**src/rtl/liap_pkg.sv**
```systemverilog
package liap_pkg;
  localparam int unsigned CoordW  = 24;
  localparam int unsigned RadiusW = 23;
  localparam int unsigned SpeedW  = 24;
  localparam int unsigned DiffW   = 25;
  localparam int unsigned SqW     = 50;
  localparam int unsigned SumW    = 52;
  localparam int unsigned DistW   = 26;
  localparam int unsigned TimeW   = 40;
  localparam int unsigned DivNumW = 42;
  localparam int unsigned MulW    = 64;
  localparam int unsigned MulHalf = 32;

  localparam logic [SpeedW-1:0] SpeedReset = 24'd25600;

  typedef enum logic [3:0] {
    OP_NONE,
    OP_LOAD,
    OP_DIST1,
    OP_DIV,
    OP_MOVE,
    OP_DIST2,
    OP_TRAVEL,
    OP_MISS
  } op_e;

  typedef struct packed {
    logic start;
    op_e  op;
  } cmd_t;

  typedef struct packed {
    logic done;
    logic conv;
  } sts_t;
endpackage

```
**src/rtl/lead_intercept_aim_point_unit.sv**
```systemverilog
// Lead-intercept aim point. One transaction in, one result out. Each pass runs a
// distance (three summed squares and a 26-step square root), a 42-step division
// for flight time, three split multiplies, a second distance, a travel multiply
// and a miss compare. Passes repeat until the miss is within the hit radius or
// MaxIterations passes have run. The square root and divider are bit-serial and
// shared. shot_speed is sampled when a transaction is accepted; zero is taken as
// one.
module lead_intercept_aim_point_unit #(
  parameter int unsigned MaxIterations = 5
) (
  input  logic                               clk_i,
  input  logic                               rst_ni,
  input  logic                               cfg_valid_i,
  output logic                               cfg_ready_o,
  input  logic [liap_pkg::SpeedW-1:0]        cfg_shot_speed_i,
  input  logic                               in_valid_i,
  output logic                               in_ready_o,
  input  logic signed [liap_pkg::CoordW-1:0] ship_x_i,
  input  logic signed [liap_pkg::CoordW-1:0] ship_y_i,
  input  logic signed [liap_pkg::CoordW-1:0] ship_z_i,
  input  logic signed [liap_pkg::CoordW-1:0] aimed_target_x_i,
  input  logic signed [liap_pkg::CoordW-1:0] aimed_target_y_i,
  input  logic signed [liap_pkg::CoordW-1:0] aimed_target_z_i,
  input  logic signed [liap_pkg::CoordW-1:0] vel_x_i,
  input  logic signed [liap_pkg::CoordW-1:0] vel_y_i,
  input  logic signed [liap_pkg::CoordW-1:0] vel_z_i,
  input  logic [liap_pkg::RadiusW-1:0]       hit_radius_i,
  output logic                               out_valid_o,
  input  logic                               out_ready_i,
  output logic signed [liap_pkg::CoordW-1:0] aim_x_o,
  output logic signed [liap_pkg::CoordW-1:0] aim_y_o,
  output logic signed [liap_pkg::CoordW-1:0] aim_z_o,
  output logic                               converged_o
);
  import liap_pkg::*;

  logic [SpeedW-1:0] speed_q;
  cmd_t cmd;
  sts_t sts;

  assign cfg_ready_o = 1'b1;

  always_ff @(posedge clk_i or negedge rst_ni) begin
    if (!rst_ni) speed_q <= SpeedReset;
    else if (cfg_valid_i) speed_q <= cfg_shot_speed_i;
  end

  liap_ctrl #(.MaxIterations(MaxIterations)) u_ctrl (
    .clk_i, .rst_ni,
    .in_valid_i, .in_ready_o,
    .out_valid_o, .out_ready_i,
    .cmd_o(cmd), .sts_i(sts), .conv_o(converged_o)
  );

  liap_dp u_dp (
    .clk_i, .rst_ni, .cmd_i(cmd), .sts_o(sts), .speed_i(speed_q),
    .ship_x_i, .ship_y_i, .ship_z_i,
    .tgt_x_i(aimed_target_x_i), .tgt_y_i(aimed_target_y_i), .tgt_z_i(aimed_target_z_i),
    .vel_x_i, .vel_y_i, .vel_z_i, .radius_i(hit_radius_i),
    .aim_x_o, .aim_y_o, .aim_z_o
  );
endmodule

```
**src/rtl/liap_ctrl.sv**
```systemverilog
module liap_ctrl #(
  parameter int unsigned MaxIterations = 5
) (
  input  logic             clk_i,
  input  logic             rst_ni,
  input  logic             in_valid_i,
  output logic             in_ready_o,
  output logic             out_valid_o,
  input  logic             out_ready_i,
  output liap_pkg::cmd_t   cmd_o,
  input  liap_pkg::sts_t   sts_i,
  output logic             conv_o
);
  import liap_pkg::*;

  localparam int unsigned IterW = $clog2(MaxIterations + 1);
  localparam logic [2:0] S_IDLE = 3'd0, S_D1 = 3'd1, S_DIV = 3'd2, S_MOVE = 3'd3,
                         S_D2 = 3'd4, S_TRV = 3'd5, S_MISS = 3'd6, S_OUT = 3'd7;

  logic [2:0]       state_q, state_d;
  logic [IterW-1:0] iter_q, iter_d;
  logic             conv_q, conv_d;
  logic             issued_q, issued_d;

  assign in_ready_o  = (state_q == S_IDLE);
  assign out_valid_o = (state_q == S_OUT);
  assign conv_o      = conv_q;

  always_comb begin
    state_d  = state_q;
    iter_d   = iter_q;
    conv_d   = conv_q;
    issued_d = 1'b0;
    cmd_o    = '{start: 1'b0, op: OP_NONE};
    unique case (state_q) inside
      S_IDLE: begin
        if (in_valid_i) begin
          cmd_o  = '{start: 1'b1, op: OP_LOAD};
          iter_d = '0;
          state_d = S_D1;
        end
      end
      S_D1, S_DIV, S_MOVE, S_D2, S_TRV, S_MISS: begin
        if (!issued_q) begin
          issued_d = 1'b1;
          unique case (state_q)
            S_D1:   cmd_o = '{start: 1'b1, op: OP_DIST1};
            S_DIV:  cmd_o = '{start: 1'b1, op: OP_DIV};
            S_MOVE: cmd_o = '{start: 1'b1, op: OP_MOVE};
            S_D2:   cmd_o = '{start: 1'b1, op: OP_DIST2};
            S_TRV:  cmd_o = '{start: 1'b1, op: OP_TRAVEL};
            default: cmd_o = '{start: 1'b1, op: OP_MISS};
          endcase
        end else if (sts_i.done) begin
          unique case (state_q)
            S_D1:   state_d = S_DIV;
            S_DIV:  state_d = S_MOVE;
            S_MOVE: state_d = S_D2;
            S_D2:   state_d = S_TRV;
            S_TRV:  state_d = S_MISS;
            default: begin
              iter_d = iter_q + 1'b1;
              conv_d = sts_i.conv;
              if (sts_i.conv || (iter_q + 1'b1) >= IterW'(MaxIterations))
                state_d = S_OUT;
              else
                state_d = S_D1;
            end
          endcase
        end else begin
          issued_d = 1'b1;
        end
      end
      S_OUT: if (out_ready_i) state_d = S_IDLE;
      default: state_d = S_IDLE;
    endcase
  end

  always_ff @(posedge clk_i or negedge rst_ni) begin
    if (!rst_ni) begin
      state_q  <= S_IDLE;
      iter_q   <= '0;
      conv_q   <= 1'b0;
      issued_q <= 1'b0;
    end else begin
      state_q  <= state_d;
      iter_q   <= iter_d;
      conv_q   <= conv_d;
      issued_q <= issued_d;
    end
  end

  assert property (@(posedge clk_i) disable iff (!rst_ni)
    (out_valid_o && !out_ready_i) |=> out_valid_o)
    else $error("result dropped");
  assert property (@(posedge clk_i) disable iff (!rst_ni)
    in_ready_o |-> !out_valid_o)
    else $error("ready while result pending");
  assert property (@(posedge clk_i) disable iff (!rst_ni)
    iter_q <= IterW'(MaxIterations))
    else $error("pass count overrun");
endmodule

```
**src/rtl/liap_dp.sv**
```systemverilog
module liap_dp (
  input  logic                               clk_i,
  input  logic                               rst_ni,
  input  liap_pkg::cmd_t                     cmd_i,
  output liap_pkg::sts_t                     sts_o,
  input  logic [liap_pkg::SpeedW-1:0]        speed_i,
  input  logic signed [liap_pkg::CoordW-1:0] ship_x_i,
  input  logic signed [liap_pkg::CoordW-1:0] ship_y_i,
  input  logic signed [liap_pkg::CoordW-1:0] ship_z_i,
  input  logic signed [liap_pkg::CoordW-1:0] tgt_x_i,
  input  logic signed [liap_pkg::CoordW-1:0] tgt_y_i,
  input  logic signed [liap_pkg::CoordW-1:0] tgt_z_i,
  input  logic signed [liap_pkg::CoordW-1:0] vel_x_i,
  input  logic signed [liap_pkg::CoordW-1:0] vel_y_i,
  input  logic signed [liap_pkg::CoordW-1:0] vel_z_i,
  input  logic [liap_pkg::RadiusW-1:0]       radius_i,
  output logic signed [liap_pkg::CoordW-1:0] aim_x_o,
  output logic signed [liap_pkg::CoordW-1:0] aim_y_o,
  output logic signed [liap_pkg::CoordW-1:0] aim_z_o
);
  import liap_pkg::*;

  logic signed [CoordW-1:0] ship_q [3];
  logic signed [CoordW-1:0] base_q [3];
  logic signed [CoordW-1:0] vel_q  [3];
  logic signed [CoordW-1:0] cur_q  [3];
  logic [RadiusW-1:0] rad_q;
  logic [SpeedW-1:0]  sp_q;
  logic [DistW-1:0]   d1_q, d2_q;
  logic [TimeW-1:0]   t_q;
  logic [TimeW+SpeedW-17:0] trav_q;
  logic               conv_q;

  // shared sequential work: sum of squares, square root, division, multiply
  logic [3:0]         phase_q;
  logic               busy_q;
  logic               done_q;
  op_e                op_q;
  logic [1:0]         ax_q;
  logic [SumW-1:0]    acc_q;
  logic [SumW-1:0]    rem_q;
  logic [DistW-1:0]   root_q;
  logic [5:0]         cnt_q;
  logic [DivNumW-1:0] quo_q;
  logic [SpeedW:0]    drem_q;
  logic [MulW-1:0]    prod_q;
  logic [1:0]         part_q;

  logic signed [DiffW-1:0] diff;
  logic [DiffW-1:0]        mag;
  logic [SqW-1:0]          sq;
  logic [SumW+1:0]         trial;
  logic [SumW+1:0]         remsh;
  logic [SpeedW+1:0]       dsh;
  logic [CoordW-1:0]       vmag;
  logic [MulHalf-1:0]      ma, mb;
  logic [MulW-1:0]         pp;

  always_comb begin
    diff  = DiffW'(ship_q[ax_q]) - DiffW'(cur_q[ax_q]);
    mag   = diff[DiffW-1] ? DiffW'(-diff) : diff;
    sq    = SqW'(mag) * SqW'(mag);
    remsh = {rem_q, acc_q[SumW-1 -: 2]};
    trial = remsh - {root_q, 2'b01};
    dsh   = {drem_q, quo_q[DivNumW-1]};
    vmag  = vel_q[ax_q][CoordW-1] ? CoordW'(-vel_q[ax_q]) : vel_q[ax_q];
    ma    = (op_q == OP_TRAVEL) ? MulHalf'(sp_q) : MulHalf'(vmag);
    mb    = part_q[0] ? MulHalf'(t_q[TimeW-1:MulHalf]) : t_q[MulHalf-1:0];
    pp    = MulW'(ma) * MulW'(mb);
  end

  logic [MulW-1:0] full;
  logic signed [CoordW+1:0] nxt;
  logic [TimeW-1+SpeedW-16:0] shp;
  logic [SumW-1:0] dmiss;

  assign full = prod_q + (pp << MulHalf);
  assign shp  = full[TimeW+SpeedW-1:16];

  // a displacement of 2^24 or more saturates any base point
  always_comb begin
    logic signed [CoordW+1:0] m;
    if (|full[MulW-1:16+CoordW]) m = {2'b01, {CoordW{1'b0}}};
    else m = (CoordW+2)'(full[16+CoordW-1:16]);
    nxt = vel_q[ax_q][CoordW-1] ? (CoordW+2)'(base_q[ax_q]) - m
                                : (CoordW+2)'(base_q[ax_q]) + m;
  end

  assign dmiss = (SumW'(d2_q) > SumW'(trav_q)) ? SumW'(d2_q) - SumW'(trav_q)
                                               : SumW'(trav_q) - SumW'(d2_q);

  always_ff @(posedge clk_i or negedge rst_ni) begin
    if (!rst_ni) begin
      busy_q <= 1'b0;
      done_q <= 1'b0;
      op_q   <= OP_NONE;
    end else begin
      done_q <= 1'b0;
      if (cmd_i.start) begin
        op_q    <= cmd_i.op;
        ax_q    <= '0;
        phase_q <= '0;
        part_q  <= '0;
        prod_q  <= '0;
        acc_q   <= '0;
        rem_q   <= '0;
        root_q  <= '0;
        cnt_q   <= '0;
        unique case (cmd_i.op)
          OP_LOAD: begin
            ship_q <= '{ship_x_i, ship_y_i, ship_z_i};
            base_q <= '{tgt_x_i, tgt_y_i, tgt_z_i};
            cur_q  <= '{tgt_x_i, tgt_y_i, tgt_z_i};
            vel_q  <= '{vel_x_i, vel_y_i, vel_z_i};
            rad_q  <= radius_i;
            sp_q   <= (speed_i == '0) ? SpeedW'(1) : speed_i;
          end
          OP_DIV: begin
            quo_q  <= {d1_q, 16'd0};
            drem_q <= '0;
            busy_q <= 1'b1;
          end
          OP_MISS: begin
            conv_q <= (dmiss <= SumW'(rad_q));
            done_q <= 1'b1;
          end
          default: busy_q <= 1'b1;
        endcase
      end else if (busy_q) begin
        unique case (op_q) inside
          OP_DIST1, OP_DIST2: begin
            if (phase_q == 4'd0) begin
              acc_q <= acc_q + SumW'(sq);
              if (ax_q == 2'd2) phase_q <= 4'd1;
              else ax_q <= ax_q + 1'b1;
            end else begin
              if (!trial[SumW+1]) begin
                rem_q  <= trial[SumW-1:0];
                root_q <= {root_q[DistW-2:0], 1'b1};
              end else begin
                rem_q  <= remsh[SumW-1:0];
                root_q <= {root_q[DistW-2:0], 1'b0};
              end
              acc_q <= acc_q << 2;
              cnt_q <= cnt_q + 1'b1;
              if (cnt_q == 6'(DistW-1)) begin
                busy_q <= 1'b0;
                done_q <= 1'b1;
              end
            end
          end
          OP_DIV: begin
            if (dsh >= {1'b0, 1'b0, sp_q}) begin
              drem_q <= (SpeedW+1)'(dsh - {2'b00, sp_q});
              quo_q  <= {quo_q[DivNumW-2:0], 1'b1};
            end else begin
              drem_q <= dsh[SpeedW:0];
              quo_q  <= {quo_q[DivNumW-2:0], 1'b0};
            end
            cnt_q <= cnt_q + 1'b1;
            if (cnt_q == 6'(DivNumW-1)) begin
              busy_q <= 1'b0;
              done_q <= 1'b1;
            end
          end
          OP_MOVE: begin
            if (!part_q[0]) begin
              prod_q <= pp;
              part_q <= 2'd1;
            end else begin
              if (nxt > (CoordW+2)'(8388607)) cur_q[ax_q] <= CoordW'(8388607);
              else if (nxt < -(CoordW+2)'(8388608)) cur_q[ax_q] <= {1'b1, {CoordW-1{1'b0}}};
              else cur_q[ax_q] <= CoordW'(nxt);
              part_q <= 2'd0;
              if (ax_q == 2'd2) begin
                busy_q <= 1'b0;
                done_q <= 1'b1;
              end else ax_q <= ax_q + 1'b1;
            end
          end
          OP_TRAVEL: begin
            if (!part_q[0]) begin
              prod_q <= pp;
              part_q <= 2'd1;
            end else begin
              trav_q <= shp;
              busy_q <= 1'b0;
              done_q <= 1'b1;
            end
          end
          default: busy_q <= 1'b0;
        endcase
      end
      if (busy_q && (op_q == OP_DIST1 || op_q == OP_DIST2) && phase_q != 4'd0 &&
          cnt_q == 6'(DistW-1)) begin
        if (op_q == OP_DIST1) d1_q <= trial[SumW+1] ? {root_q[DistW-2:0], 1'b0}
                                                    : {root_q[DistW-2:0], 1'b1};
        else d2_q <= trial[SumW+1] ? {root_q[DistW-2:0], 1'b0}
                                   : {root_q[DistW-2:0], 1'b1};
      end
      if (busy_q && op_q == OP_DIV && cnt_q == 6'(DivNumW-1)) begin
        logic [DivNumW-1:0] qf;
        qf = {quo_q[DivNumW-2:0], (dsh >= {2'b00, sp_q})};
        t_q <= (|qf[DivNumW-1:TimeW]) ? {TimeW{1'b1}} : qf[TimeW-1:0];
      end
    end
  end

  assign sts_o   = '{done: done_q, conv: conv_q};
  assign aim_x_o = cur_q[0];
  assign aim_y_o = cur_q[1];
  assign aim_z_o = cur_q[2];
endmodule
```
**config.mk**
```make
export PLATFORM = sky130hd
export DESIGN_NAME = lead_intercept_aim_point_unit
export DESIGN_NICKNAME = d
export VERILOG_FILES = /design/src/rtl/liap_pkg.sv /design/src/rtl/lead_intercept_aim_point_unit.sv /design/src/rtl/liap_ctrl.sv /design/src/rtl/liap_dp.sv
export SDC_FILE = /design/constraint.sdc
export NUM_CORES = 2
export LEC_CHECK = 0
export BUFFER_PORTS_ARGS = -buffer_cell sky130_fd_sc_hd__buf_2
export CORE_MARGIN = 3
export CORE_UTILIZATION = 64
export DETAILED_ROUTE_END_ITERATION = 10
export GPL_TIMING_DRIVEN = 0
export PLACE_DENSITY = 0.82
export RECOVER_POWER = 100
export SLEW_MARGIN = 20
export SYNTH_ARGS = -nofsm -noshare
export SYNTH_HDL_FRONTEND = slang
export SYNTH_SLANG_ARGS = --single-unit
```
**constraint.sdc**
```tcl
create_clock -name clk_i -period 24 [get_ports clk_i]
set_clock_uncertainty 0.15 [all_clocks]
set_input_delay 3.6 -clock clk_i [delete_from_list [all_inputs] [get_ports clk_i]]
set_output_delay 3.6 -clock clk_i [all_outputs]
set_load 0.05 [all_outputs]
```
# Word-level counts from Yosys, hierarchy flattened

Index checks and enable logic that the tools add are counted.

Flip-flop bits (word level): 789
Latch bits: 0
Bits in writable memories: 0
Bits in read-only memories: 0
Bits of input ports: 268
Output and inout bits: 76
Logic and storage cells: 240
Memories: 0

$add $sub $neg: 14
$mul: 2
Div/mod/pow operators: 0
Order comparisons: 8
Eq/ne operators: 26
Shifts and indexed selects: 0
Multiplexer cells: 108
Bitwise logic cells: 10
Reductions and logical operators: 35

Operator list:

| kind             | count |
|---|---|
| $mux W72         | 7 |
| $mux W52         | 8 |
| $mux W24         | 11 |
| $bmux W24 S2     | 4 |
| $mux W64         | 3 |
| $mux W25         | 7 |
| $mux W42         | 4 |
| $mux W26         | 4 |
| $bwmux W72       | 1 |
| $and A69 B69 Y69 | 1 |
| $not A69 Y69     | 1 |
| $or A69 B69 Y69  | 1 |
| $add A64 B64 Y64 | 1 |
| $mul A32 B32 Y64 | 1 |
| $sub A54 B28 Y54 | 1 |
| $add A52 B50 Y52 | 1 |
| $le A52 B23 Y1   | 1 |
| $mul A25 B25 Y50 | 1 |
| $sub A26 B48 Y49 | 1 |
| $sub A48 B26 Y49 | 1 |
| $demux W24 S2    | 1 |
| $gt A26 B48 Y1   | 1 |
| $mux W32         | 1 |
| $pmux W3 S5      | 2 |
| 57 further kinds | 138 |

# Longest topological paths before layout

Depth after elaboration: 20
Mapped depth: 75
Mapped depth without buffers: 70

# By module

Synthesis repeated with hierarchy kept, for this count alone.

Cell total of the unflattened synthesis: 9142
Area total of the unflattened synthesis: 87826.7 um^2

By module, submodules not included:

| module                        | times used | cells each | area an instance (um^2) | sequential area each (um^2) |
|---|---|---|---|---|
| liap_dp                       | 1          | 9014       | 86137.6                 | 22191.3 |
| lead_intercept_aim_point_unit | 1          | 53         | 1012.2                  | 604.3 |
| liap_ctrl                     | 1          | 75         | 676.9                   | 200.2 |

# Least setup slack after synthesis

OpenSTA, ideal clock, no wires.

Kind: flip-flop to flip-flop
From: reg u_dp.ax_q[0] (netlist name)
To: reg u_dp.cur_q, in the netlist u_dp.aim_x_o[0] (enable)
Setup time: 0.366 ns
Arrival time: 16.179 ns
Data required time: 23.484 ns
Setup slack: 7.304 ns
Stages on the path, launching flop included: 65
Buffers on the path: 10
Period minus slack after synthesis: 16.696 ns
Cell sequence: edfxtp_1 clkbuf_1 clkbuf_1 buf_1 mux2i_1 nor2_1 a21oi_1 clkbuf_1 nor2_1 xnor2_1 o21a_1 clkbuf_1 buf_1 nor2_1 fa_1 inv_1 fa_1 fa_1 [... 29 more ...] nor2_1 a31oi_1 o21ai_0 ha_1 and3_1 nand3_1 nand2_1 a41oi_1 a311oi_1 a21oi_1 a31oi_1 a21o_1 a21oi_1 xor2_1 buf_2 nor2_1 or3_1 o21a_1

RTL lines:

| item                            | RTL line       | source |
|---|---|---|
| to (signal assigned)            | liap_dp.sv:113 | `cur_q <= '{tgt_x_i, tgt_y_i, tgt_z_i};` |
| to (signal, indexed assignment) | liap_dp.sv:171 | `if (nxt > (CoordW+2)'(8388607)) cur_q[ax_q] <= CoordW'(8388607);` |
| to (signal, indexed assignment) | liap_dp.sv:172 | `else if (nxt < -(CoordW+2)'(8388608)) cur_q[ax_q] <= {1'b1, {CoordW-1{1'b0}}};` |
| to (decl)                       | liap_dp.sv:26  | `logic signed [CoordW-1:0] cur_q [3];` |

# Worst setup path in the final report

From: reg u_dp.ax_q[0]
To: reg u_dp.cur_q, in the netlist u_dp.aim_x_o[12], data pin

Cells in the longest elaborated chain, start to end: 20
Elaborated cells on any way between the ends: 34
Classes of those cells: 4 x add/sub; 1 x mul; 4 x order compare; 19 x mux; 4 x bitwise; 2 x reduce/logical

RTL lines:

| item                                         | RTL line                       | source |
|---|---|---|
| from (decl)                                  | liap_dp.sv:39                  | `logic [1:0] ax_q;` |
| from (signal assigned)                       | liap_dp.sv:135                 | `else ax_q <= ax_q + 1'b1;` |
| from (signal assigned)                       | liap_dp.sv:178                 | `end else ax_q <= ax_q + 1'b1;` |
| $not A2 Y3 (not written as such) (*)         | n/a                            |  |
| $bmux W24 S2                                 | liap_dp.sv:66, liap_dp.sv:85   |  |
| $mux W24 (not written as such) (2 in series) | liap_dp.sv:66, liap_dp.sv:85   |  |
| $neg A24 Y24                                 | liap_dp.sv:66                  | `vmag = vel_q[ax_q][CoordW-1] ? CoordW'(-vel_q[ax_q]) : vel_q[ax_q];` |
| $mux W24                                     | liap_dp.sv:66                  |  |
| $mux W24                                     | liap_dp.sv:67                  | `ma = (op_q == OP_TRAVEL) ? MulHalf'(sp_q) : MulHalf'(vmag);` |
| $mul A32 B32 Y64                             | liap_dp.sv:69                  | `pp = MulW'(ma) * MulW'(mb);` |
| $add A64 B64 Y64                             | liap_dp.sv:77                  | `assign full = prod_q + (pp << MulHalf);` |
| [... 3 more ...]                             | n/a                            |  |
| $mux W26                                     | liap_dp.sv:85                  | `nxt = vel_q[ax_q][CoordW-1] ? (CoordW+2)'(base_q[ax_q]) - m` |
| $lt A26 B24 Y1 or $bwmux W72 (tied branches) | liap_dp.sv:172, liap_dp.sv:173 |  |
| $mux W72                                     | liap_dp.sv:172                 |  |
| $mux W72 (*)                                 | liap_dp.sv:171                 |  |
| $mux W72 (*)                                 | liap_dp.sv:167                 | `if (!part_q[0]) begin` |
| $mux W72 (*)                                 | liap_dp.sv:130                 | `unique case (op_q) inside` |
| $mux W72 (*)                                 | liap_dp.sv:129                 | `end else if (busy_q) begin` |
| $mux W72 (*)                                 | liap_dp.sv:99                  | `if (cmd_i.start) begin` |
| to (signal, indexed assignment)              | liap_dp.sv:171                 |  |
| to (signal, indexed assignment)              | liap_dp.sv:172                 |  |
| to (signal, indexed assignment)              | liap_dp.sv:173                 | `else cur_q[ax_q] <= CoordW'(nxt);` |

Mark *: on every way between the ends. The rest lies on a longest branch, timed or not. The select of a mux whose other input is x is not followed.
A chain may end at the register's enable or synchronous reset.

==> reports/results.ini <==
[floorplan]
initial_core_util_pct=64.98
dieArea_sq_um=141000
io_pins=344
rows=134
core_area_sq_um=134500
die_x_microns=375.5
fp.dieH_microns=375.5

[clock_network]
cts_buffers=78
clkTransAtPathRegs_ns=0.07
post_cts_buffers=0
ctsHoldBuffers=0
worstSkewPairLatency_ns=0.69
clock-sinks=771
root_buffer=clkbuf_16
cts.path.max_buffers=3
cts_resized=0
ctsHtreeMaxLevel=3
cts_tree=yes

[global_routing]
grt_use_total_pct=42.45
grt_max_degree=96
grt_pass1_wl_mm=445.8
antenna_found_initial=12
grt_pass1_vias=72990
grt_overflow=0

[sta]
fin_tns_setup_ns=0
finalCriticalPeriod_ns=23.07
finalCritPeriodShare_pct=96.14
hold_viol_final=0
fmax_mhz=43.34
worst_slew_pin_slew_ns=5.429
setup_violations=0
slew_headroom_pct=-261.9
hold_ws_ns=0.3371
finalMaxSlewViolations=543
rsz0062_at_grt=false

[outcome]
outcome=finished, violations left
violations=max-capacitance violations, max-slew violations

[yosys]
ys_async_sr_fraction_pct=4.799
ys.flop_type=edfxtp_1
syn_inst=9201
syn-cell-area_sq_um=87370
synth-simple-area-share_pct=13.48
synthXorXnorAreaFrac_pct=3.174
synth_edf_count=734
synth_seq_cells=771
yosysSeqAreaShare_pct=26.29
yosysWarnings=0
avgSynthCellArea_sq_um=9.496
synth_mux_area_share_pct=1.899
synth_top_family_by_area=adder cells
synth_cell_types=98
synth_compound_area_share_pct=11.06
synth_fa_ha_area_share_pct=35.67

[finish]
mostFrequentLayoutCells=1,502 x inv_1, 1,183 x fa_1, 1,028 x nand2_1
stdcell_count=11520
drive_gt1_share_pct=4.629
final_common_cell=inv_1
syn2layout_area_growth_pct=7.845
finish.instance_area_sq_um=94220
fillers=10390
nets=11730

[worst_setup_path]
cp_max_fo=10
crit_path_top_delay_cell=clkbuf_1
critPathArrivalTime_ns=23.32
crit_path_frequent_cell=clkbuf_1
critPathKind=reg -> reg
crit_path_max_incr_delay_ns=0.85
start_kind=flop
critPathTopFamily=buffers and inverters
required_ns=24.25
critPathCaptureType=flop
crit_buf_inv=13

[route]
route.vias.total=71750
wl_per_cell_microns=25.85
first_pass_iters=8
vias_per_cell=6.230
ant_nets=0
drc=0
drtIter0Drc=7920
totalWireLength_mm=297.7

[placed_design]
hpwlAfterDp_mm=241.3
placed_cells=11370
port_buffers=341
placed_cell_area_sq_um=92060
place.gp.congestion=1.073

[job]
max_cap_viol_count=10

[hold_path]
hold_class=reg -> reg

==> per-stage QoR <==
stage / utilization, % / setup slack (ns)
2_1_floorplan: - / 7.304
6_report: 70.07 / 0.9272
4_1_cts: 70.47 / 1.606
3_3_place_gp: 67.94 / 1.124
3_5_place_dp: 68.46 / 1.802
5_1_grt: 70.07 / 0.1136
==> final cells by class <==
class	count	area [sq um]	area share, %
well taps	1768	2212	2.348
plain buffers	441	1683	1.786
diodes	6	15.01	0.01593
flip-flops and latches	771	22970	24.38
clock buffers	95	2090	2.218
clock inverters	48	610.6	0.6480
repair buffers	381	1747	1.854
inverters	1509	5664	6.011
multi-input cells	6497	57230	60.74
==> final timing paths <==
check                                           start                         end  slack, ns  depth (start not counted)
max                        u_dp.ax_q[0]$_SDFFCE_PP0P_  u_dp.aim_x_o[12]$_DFFE_PP_       0.93                         67
min                             u_dp.done_q$_DFF_PN0_   u_ctrl.issued_q$_DFF_PN0_       0.34                          1
max reg2reg                u_dp.ax_q[0]$_SDFFCE_PP0P_  u_dp.aim_x_o[12]$_DFFE_PP_       0.93                         67
min reg2reg                     u_dp.done_q$_DFF_PN0_   u_ctrl.issued_q$_DFF_PN0_       0.34                          1
max in group asynchronous                      rst_ni    u_dp.op_q[0]$_DFFE_PN0P_      13.62                          2
min in group asynchronous                      rst_ni      speed_q[0]$_DFFE_PN0P_       3.90                          1
==> synth_stat cells, drive strengths merged, types with 50 or more instances <==
library cell,count,area [sq um]
mux2i,123,1231
buf,73,306.5
edfxtp,734,22040
a221oi,77,674.4
nor2,924,3471
fa,1183,23680
and2,50,312.8
nand2,1028,3859
xnor2,197,1725
clkbuf,368,1381
or3,79,499.2
inv,1503,5642
nor3,101,520.5
a311oi,51,446.7
nor2b,83,519.3
nand2b,117,732.0
a21oi,512,2574
ha,598,7482
o21ai,394,1983
a21o,150,1126
xor2,117,1025
o21bai,58,435.4
nand3,77,385.4
==> per-layer routing <==
metal	global-route usage, %	part of all wire (%)
met2	67.40	46
met4	28.75	8.7
met3	9.167	10
met5	0	0.030
met1	52.45	35
==> logic make-up (layout without fill, tap and decap cells) <==
logic type / after synthesis / count (layout)
flops: 771 / 771
other cells: 2 / 25
xor+xnor: 315 / 315
simple gates: 2674 / 2674
mux: 161 / 161
compound gates: 1547 / 1547
fa+ha+maj: 1781 / 1781
buf+inv: 1950 / 2474
==> registers in the layout, summed over array words and instances (netlist names), 25 cells and up <==
register     flops
u_dp.acc_q      52
u_dp.prod_q     48
u_dp.trav_q     48
u_dp.rem_q      52
u_dp.d2_q       26
u_dp.vel_q      72
u_dp.drem_q     25
u_dp.ship_q     72
u_dp.base_q     72
u_dp.root_q     26
u_dp.quo_q      42
u_dp.d1_q       26
u_dp.t_q        40
Power is not shown: default switching activity piles up to over one toggle a cycle in this logic, so the estimate is an artifact.
